## src/hw/rtl/es2cal_pkg.sv

```systemverilog
`default_nettype none

package es2cal_pkg;

  localparam int unsigned EpochBits = 32;
  localparam int unsigned DayBits   = 16;
  localparam int unsigned SodBits   = 17;
  localparam int unsigned MinBits   = 11;
  localparam int unsigned QuadBits  = 6;
  localparam int unsigned RemBits   = 12;
  localparam int unsigned DoyBits   = 9;
  localparam int unsigned YearBits  = 12;

  // floor(x / 675) for x < 2**25 as (x * DayRecip) >> DayShift
  localparam logic [26:0] DayRecip  = 27'd101806633;
  localparam int unsigned DayShift  = 36;
  localparam logic [31:0] SecsPerDay = 32'd86400;

  // floor(x / 60) for x < 86400 and x < 1440
  localparam logic [17:0] SodRecip  = 18'd139811;
  localparam int unsigned SodShift  = 23;
  localparam logic [10:0] MinRecip  = 11'd1093;
  localparam int unsigned MinShift  = 16;

  // floor(x / 1461) for x < 2**16
  localparam logic [15:0] QuadRecip = 16'd45934;
  localparam int unsigned QuadShift = 26;
  localparam logic [15:0] DaysPerQuad = 16'd1461;

  // day counts shifted onto four-year cycles starting 1968-01-01
  localparam logic [15:0] EpochOfs     = 16'd731;
  localparam logic [15:0] EpochOfsLate = 16'd732;
  localparam logic [15:0] Mar2100      = 16'd47541;

  localparam logic [RemBits-1:0] Yr1Start = 12'd366;
  localparam logic [RemBits-1:0] Yr2Start = 12'd731;
  localparam logic [RemBits-1:0] Yr3Start = 12'd1096;
  localparam logic [DoyBits-1:0] Mar1Doy  = 9'd59;

  localparam logic [YearBits-1:0] BaseYear    = 12'd1968;
  localparam logic [YearBits-1:0] CenturyBase = 12'd2000;

  localparam logic [DoyBits-1:0] MonthStart [12] = '{
    9'd0, 9'd31, 9'd60, 9'd91, 9'd121, 9'd152,
    9'd182, 9'd213, 9'd244, 9'd274, 9'd305, 9'd335
  };

endpackage

`default_nettype wire

```

## src/hw/rtl/epoch_seconds_to_calendar.sv

```systemverilog
// Converts an unsigned 32-bit count of seconds since 1970-01-01 00:00 (any time-zone offset
// already applied) into second, minute, hour, Gregorian year, year less 2000 modulo 256,
// month and day of the month, valid up to 2106-02-07 06:28:15. The block is a six-stage
// pipeline built from constant reciprocal multiplies: it takes one request per clock while the
// output register is empty or taken, and returns the results in order. When the output is not taken the
// whole pipeline holds, so in_ready_o follows the output side. Nothing is kept between
// requests and reset only clears the stage valid bits.
`default_nettype none

module epoch_seconds_to_calendar
  import es2cal_pkg::*;
(
  input  wire logic                  clk_i,
  input  wire logic                  rst_ni,
  input  wire logic                  in_valid_i,
  output logic                       in_ready_o,
  input  wire logic [EpochBits-1:0]  epoch_seconds_i,
  output logic                       out_valid_o,
  input  wire logic                  out_ready_i,
  output logic [5:0]                 second_o,
  output logic [5:0]                 minute_o,
  output logic [4:0]                 hour_o,
  output logic [YearBits-1:0]        full_year_o,
  output logic [7:0]                 year_in_century_o,
  output logic [3:0]                 month_o,
  output logic [4:0]                 day_of_month_o
);

  localparam int unsigned Stages = 6;

  logic              adv;
  logic [Stages-1:0] vld_q, vld_d;

  assign adv        = ~vld_q[Stages-1] | out_ready_i;
  assign in_ready_o = adv;
  assign out_valid_o = vld_q[Stages-1];
  assign vld_d = {vld_q[Stages-2:0], in_valid_i};

  always_ff @(posedge clk_i or negedge rst_ni) begin
    if (!rst_ni) begin
      vld_q <= '0;
    end else if (adv) begin
      vld_q <= vld_d;
    end
  end

  // stage 1: whole days
  logic [51:0]          day_prod;
  logic [DayBits-1:0]   s1_days_d, s1_days_q;
  logic [EpochBits-1:0] s1_secs_q;

  assign day_prod  = 52'(epoch_seconds_i[31:7]) * 52'(DayRecip);
  assign s1_days_d = day_prod[DayShift +: DayBits];

  // stage 2: seconds of day, day count from 1968
  logic [31:0]        day_base;
  logic [SodBits-1:0] s2_sod_d, s2_sod_q;
  logic [DayBits-1:0] s2_dd_d, s2_dd_q;

  assign day_base = 32'(s1_days_q) * SecsPerDay;
  assign s2_sod_d = SodBits'(s1_secs_q - day_base);
  assign s2_dd_d  = s1_days_q + ((s1_days_q >= Mar2100) ? EpochOfsLate : EpochOfs);

  // stage 3: total minutes, four-year cycles
  logic [34:0]         min_prod;
  logic [31:0]         quad_prod;
  logic [MinBits-1:0]  s3_mt_d, s3_mt_q;
  logic [QuadBits-1:0] s3_quad_d, s3_quad_q;
  logic [SodBits-1:0]  s3_sod_q;
  logic [DayBits-1:0]  s3_dd_q;

  assign min_prod  = 35'(s2_sod_q) * 35'(SodRecip);
  assign s3_mt_d   = min_prod[SodShift +: MinBits];
  assign quad_prod = 32'(s2_dd_q) * 32'(QuadRecip);
  assign s3_quad_d = quad_prod[QuadShift +: QuadBits];

  // stage 4: second, hour, day within the cycle
  logic [SodBits-1:0]  min_base;
  logic [26:0]         hr_prod;
  logic [DayBits-1:0]  quad_base;
  logic [5:0]          s4_sec_d, s4_sec_q;
  logic [4:0]          s4_hr_d, s4_hr_q;
  logic [RemBits-1:0]  s4_rem_d, s4_rem_q;
  logic [MinBits-1:0]  s4_mt_q;
  logic [QuadBits-1:0] s4_quad_q;

  assign min_base  = SodBits'(s3_mt_q) * SodBits'(60);
  assign s4_sec_d  = 6'(s3_sod_q - min_base);
  assign hr_prod   = 27'(s3_mt_q) * 27'(MinRecip);
  assign s4_hr_d   = hr_prod[MinShift +: 5];
  assign quad_base = 16'(s3_quad_q) * DaysPerQuad;
  assign s4_rem_d  = RemBits'(s3_dd_q - quad_base);

  // stage 5: minute, year, day of year on a leap-year scale
  logic [MinBits-1:0] hr_base;
  logic [5:0]         s5_min_d, s5_min_q;
  logic [1:0]         yofs;
  logic [RemBits-1:0] doy_full;
  logic [DoyBits-1:0] s5_ldoy_d, s5_ldoy_q;
  logic [7:0]         s5_yq_d, s5_yq_q;
  logic [5:0]         s5_sec_q;
  logic [4:0]         s5_hr_q;

  assign hr_base  = MinBits'(s4_hr_q) * MinBits'(60);
  assign s5_min_d = 6'(s4_mt_q - hr_base);

  always_comb begin
    priority if (s4_rem_q < Yr1Start) begin
      yofs     = 2'd0;
      doy_full = s4_rem_q;
    end else if (s4_rem_q < Yr2Start) begin
      yofs     = 2'd1;
      doy_full = s4_rem_q - Yr1Start;
    end else if (s4_rem_q < Yr3Start) begin
      yofs     = 2'd2;
      doy_full = s4_rem_q - Yr2Start;
    end else begin
      yofs     = 2'd3;
      doy_full = s4_rem_q - Yr3Start;
    end
    s5_ldoy_d = doy_full[DoyBits-1:0];
    if (yofs != 2'd0 && s5_ldoy_d >= Mar1Doy) begin
      s5_ldoy_d = s5_ldoy_d + 9'd1;
    end
  end

  assign s5_yq_d = {s4_quad_q, yofs};

  // stage 6: month and day, output register
  logic [3:0]          mon;
  logic [DoyBits-1:0]  mon_base;
  logic [DoyBits-1:0]  dom_full;
  logic [YearBits-1:0] year;

  always_comb begin
    mon      = 4'd1;
    mon_base = MonthStart[0];
    for (int i = 1; i < 12; i++) begin
      if (s5_ldoy_q >= MonthStart[i]) begin
        mon      = 4'(i + 1);
        mon_base = MonthStart[i];
      end
    end
  end

  assign dom_full = s5_ldoy_q - mon_base + 9'd1;
  assign year     = BaseYear + YearBits'(s5_yq_q);

  logic [YearBits-1:0] yic_full;
  assign yic_full = year - CenturyBase;

  always_ff @(posedge clk_i) begin
    if (adv) begin
      s1_days_q <= s1_days_d;
      s1_secs_q <= epoch_seconds_i;

      s2_sod_q <= s2_sod_d;
      s2_dd_q  <= s2_dd_d;

      s3_mt_q   <= s3_mt_d;
      s3_quad_q <= s3_quad_d;
      s3_sod_q  <= s2_sod_q;
      s3_dd_q   <= s2_dd_q;

      s4_sec_q  <= s4_sec_d;
      s4_hr_q   <= s4_hr_d;
      s4_rem_q  <= s4_rem_d;
      s4_mt_q   <= s3_mt_q;
      s4_quad_q <= s3_quad_q;

      s5_min_q  <= s5_min_d;
      s5_ldoy_q <= s5_ldoy_d;
      s5_yq_q   <= s5_yq_d;
      s5_sec_q  <= s4_sec_q;
      s5_hr_q   <= s4_hr_q;

      second_o          <= s5_sec_q;
      minute_o          <= s5_min_q;
      hour_o            <= s5_hr_q;
      full_year_o       <= year;
      year_in_century_o <= yic_full[7:0];
      month_o           <= mon;
      day_of_month_o    <= dom_full[4:0];
    end
  end

endmodule

`default_nettype wire

```

## config.mk

```make
export PLATFORM = sky130hd
export DESIGN_NAME = epoch_seconds_to_calendar
export DESIGN_NICKNAME = d
export VERILOG_FILES = /design/src/hw/rtl/es2cal_pkg.sv /design/src/hw/rtl/epoch_seconds_to_calendar.sv
export SDC_FILE = /design/constraint.sdc
export NUM_CORES = 2
export LEC_CHECK = 0
export ABC_AREA = 1
export BUFFER_PORTS_ARGS = -buffer_cell sky130_fd_sc_hd__buf_2
export CAP_MARGIN = 20
export CORE_MARGIN = 2
export CORE_UTILIZATION = 45
export CTS_BUF_LIST = sky130_fd_sc_hd__clkbuf_8
export CTS_CLUSTER_DIAMETER = 60
export DETAILED_ROUTE_END_ITERATION = 7
export SETUP_SLACK_MARGIN = 0.15
export SLEW_MARGIN = 10
export SYNTH_ARGS = -nofsm -noshare
export SYNTH_HDL_FRONTEND = slang
export SYNTH_SLANG_ARGS = --single-unit
export TNS_END_PERCENT = 10
```

## constraint.sdc

```tcl
create_clock -name clk_i -period 25.7 [get_ports clk_i]
set_input_delay 5.14 -clock clk_i [delete_from_list [all_inputs] [get_ports clk_i]]
set_output_delay 5.14 -clock clk_i [all_outputs]
set_load 0.005 [all_outputs]
```

**Word-level counts from Yosys, hierarchy flattened**

Index checks and enable logic that the tools add are counted.

- Reductions and logical operators: 3
- Bitwise gates (word level): 2
- Multiplexer cells: 29
- Multiply operators: 8
- Add/sub/neg operators: 13
- Order comparisons: 16

Operator list:

| cell | number |
|---|---|
| $mux 5 | 11 |
| $mul 25x27->52 const B | 1 |
| $ge 9x8->1 const B | 4 |
| $mux 9 | 4 |
| $mul 17x18->34 const B | 1 |
| $mul 16x15->31 const B | 1 |
| $ge 9x9->1 const B | 3 |
| $mul 11x11->21 const B | 1 |
| $mux 4 | 5 |
| $ge 9x6->1 const B | 2 |
| $ge 9x7->1 const B | 2 |
| $sub 17x17->17 | 1 |
| $add 16x10->16 | 1 |
| $ge 16x16->1 const B | 1 |
| $mul 16x10->10 const B | 1 |
| $mux 3 | 5 |
| $add 11x8->12 const A | 1 |
| $lt 12x10->1 const B | 1 |
| $lt 12x11->1 const B | 1 |
| $lt 12x9->1 const B | 1 |
| $mul 6x11->12 const B | 1 |
| $sub 12x12->12 | 1 |
| $sub 6x6->6 | 2 |
| $mul 11x4->4 const B | 1 |
| other kinds (16) | 18 |

- Output and inout port bits: 48
- Word-level logic and storage cells: 98
- Bits in registers: 222

**Depth between registers and ports, before layout**

- Word-level depth: 14
- Gate-level depth with buffers: 27
- Mapped depth without buffers: 27

**Worst setup path after synthesis**

OpenSTA, ideal clock, no wires.

- Kind: input port to output port
- Start point: input out_ready_i
- End point: output in_ready_o
- Stages on the path: 3
- Path slack: 9.394 ns
- Arrival time: 11.166 ns
- Path buffers: 1
- Path through: inv_1 > nand2_1 > clkbuf_1

- Longest elaborated chain between the ends: 1

RTL lines:

| element | RTL line | RTL |
|---|---|---|
| from (decl) | epoch_seconds_to_calendar.sv:19 | `input wire logic out_ready_i,` |
| $or 1x1->1 | epoch_seconds_to_calendar.sv:34 | `assign adv = ~vld_q[Stages-1] \| out_ready_i;` |
| to (decl) | epoch_seconds_to_calendar.sv:16 | `output logic in_ready_o,` |

Every way passes these cells.

**Worst setup path in the final report**

Ends and elaborated chain as after synthesis.

==> out/qor.txt <==
outcome = finished clean
fin crit period = 11.05 ns
Worst setup SP type = input pin
initial core utilization = 45.6%
clk buf depth = 3
ANT nets after route = 0
n_diodes = 0
# resized after CTS = 0
count leader, synth = inv_1
Synthesis Warnings = 0
CP arrival = 5.91 ns
Post-Syn Nets = 4350
vias = 21.4k
routed wire length = 66700 um
Boundary Pins = 84
largest net degree at the start of global routing = 72
Post-synth ARST share = 2.76%
CTS Sinks = 217
Inst Count DP = 4289
hold worst-path end = s2_sod_q[6]$_DFFE_PP_
# setup viols final = 0
Nets = 4463
first-pass GRT wire length = 112000 um
gr usage total = 19.4%
core region area = 0.0689 sq mm
fmax = 90.5 MHz
antenna violations before repair = 0
fin. max-slew vios = 0
clk root buf = clkbuf_8
synthesized area = 0.0315 sq mm
Avg Cell Area, Syn = 9.57 sq um
die height = 268 um
FF-to-FF path depth = 17
top-area cell type share of the netlist area = 27.0%
max incr delay on CP = 0.39 ns
DP HPWL = 56900 um
Slew @ Worst Pin = 0.897 ns
Worst Hold Class = reg2reg
Critical Path RT = 20.56 ns
post-CTS setup buffer count = 0
PortBufs = 83
max_cap viols = 0
global placer's final weighted congestion = 0.947
worst r2r dst = s3_quad_q[5]$_DFFE_PP_
Primary FF master, synth = edfxtp_1
top post-synthesis cells by count = inv_1, ha_1, nand2_1
hold depth = 0
Worst Skew = 0.0183 ns
Slowest-stage cell, CP = nand2_4
global route total overflow = 0
Setup CP Type = in2out
reg2reg setup slack = 20.01 ns
area grow syn2layout = 7.32%
worst-path fanout max = 43
Routed WL per cell = 15.3 um
reg2reg start = s2_dd_q[11]$_DFFE_PP_
sequential area share after synthesis = 20.6%
Pre-antenna DRT Iters = 6
Inserted Clock Buffers = 39
die area = 0.0720 sq mm
DR vias/cell = 4.90
Top Family by Delay on Critical Path = simple AND/OR/NAND/NOR gates
Mapped Cells = 3286
Post-synth EDFFs = 211
most area-hungry cell type in the Yosys netlist = ha_1
DR iter-0 viols = 809
# DRC = 0
largest cells by area after synthesis = ha_1, fa_1, edfxtp_1, inv_1, nand2_1
Hold-fix buffers, CTS = 0
final hold viol count = 0
H-Tree Depth = 2
Worst-path clk slew = 0.06 ns
die width = 268 um
row count = 96
most frequent cell on the critical path = buf_2
post-route insts no fill = 4355
share of cells above drive strength 1 = 5.58%
Setup TNS = 0 ns
synth unique cells = 54
critical path cell sequence = buf_2 > inv_1 > nand2_4 > buf_2
number of global-route vias before repair = 22.3k
Clk Latency, worst-skew pair = 0.55 ns
Final period util = 43.0%
RSZ-0062 raised after global routing = no
CTS tree = done
Critical Path End Type = primary output
Max-Slew Margin vs Limit = 40.2%
synthesized flop and latch total = 217
WP buf/inv = 3
hold path startpoint = s1_secs_q[6]$_DFFE_PP_
-- cell usage in the layout (no fill, tap or decap), types with 5 or more instances in the layout --
master	synthesis	layout
a31oi_1	14	14
a21o_1	9	9
nor3_1	32	32
inv_1	822	827
ha_1	680	680
nand2_1	390	389
a21boi_0	10	10
nor2_1	147	147
o21bai_1	11	11
nand2_4	8	9
o211ai_1	8	8
o21ai_0	97	97
a21oi_1	165	165
dfrtp_1	6	6
nand2_2	10	10
o21a_1	13	13
nor4_1	11	11
nor2_4	5	5
clkinv_1	0	10
inv_2	9	9
fa_1	348	348
edfxtp_1	211	211
buf_2	1	83
o311ai_0	5	5
xnor2_1	36	36
nand4_1	20	20
nand3_1	70	70
bufinv_16	0	5
o31ai_1	7	7
nand3b_1	6	6
xor2_1	82	82
clkbuf_8	0	41
-- through the flow --
stage          utilization, %  setup WS, ns  area, sq um  hold slack (ns)
2_1_floorplan               -          9.39        31500            0.400
3_3_place_gp             47.8         14.59        33000            0.401
3_5_place_dp             47.8         14.58        33000            0.405
4_1_cts                  49.0         14.58        33800            0.417
5_1_grt                  49.0         14.53        33800            0.427
6_report                 49.0         14.65        33800            0.416
-- area by class of cell --
cell class / count / area, sq um
fill: 6589 / 35200
multi-input combinational: 2223 / 21700
sequential: 217 / 6490
inverter: 832 / 3130
tap: 931 / 1160
clock buffer: 41 / 564
timing repair buffer: 86 / 438
clock inverter: 25 / 235
-- cells by family after synthesis --
group	after synthesis	synth area share (%)
adder cells (fa/ha/maj)	1028	49.2
XOR/XNOR	119	3.37
AO/OA/AOI/OAI	361	6.60
flip-flops	217	20.6
buffers and inverters	846	10.3
AND/OR/NAND/NOR	715	9.94
-- state kept, by name, summed over array words and instances, names as in the netlist, 8 cells and up --
name and count:
s3_mt_q 11, s3_dd_q 12, s1_secs_q 17, s5_ldoy_q 9, full_year_o 11, s2_sod_q 17, s4_rem_q 12, s1_days_q 16
s2_dd_q 16, s5_yq_q 8
-- layer usage --
layer	up-vias	global-route usage (%)	routed length (um)
li1	10800	-	-
met1	10200	25.6	30600
met2	313	34.3	32600
met3	85	1.59	1900
met4	0	4.80	1610
met5	-	0	0
-- worst max-delay path by stage --
stage                              from                       to  slack, ns  cells past startpoint
CTS                         out_ready_i               in_ready_o      14.58                      4
finish                      out_ready_i               in_ready_o      14.65                      4
global placement            out_ready_i               in_ready_o      14.59                      4
floorplan                   out_ready_i               in_ready_o       9.39                      3
global route                out_ready_i               in_ready_o      14.53                      4
detailed placement  epoch_seconds_i[29]  s1_days_q[10]$_DFFE_PP_      14.58                     24
Power is left out: the tool's default activity adds up to more than one toggle a clock period on the data nets, which glitch-free logic cannot reach.
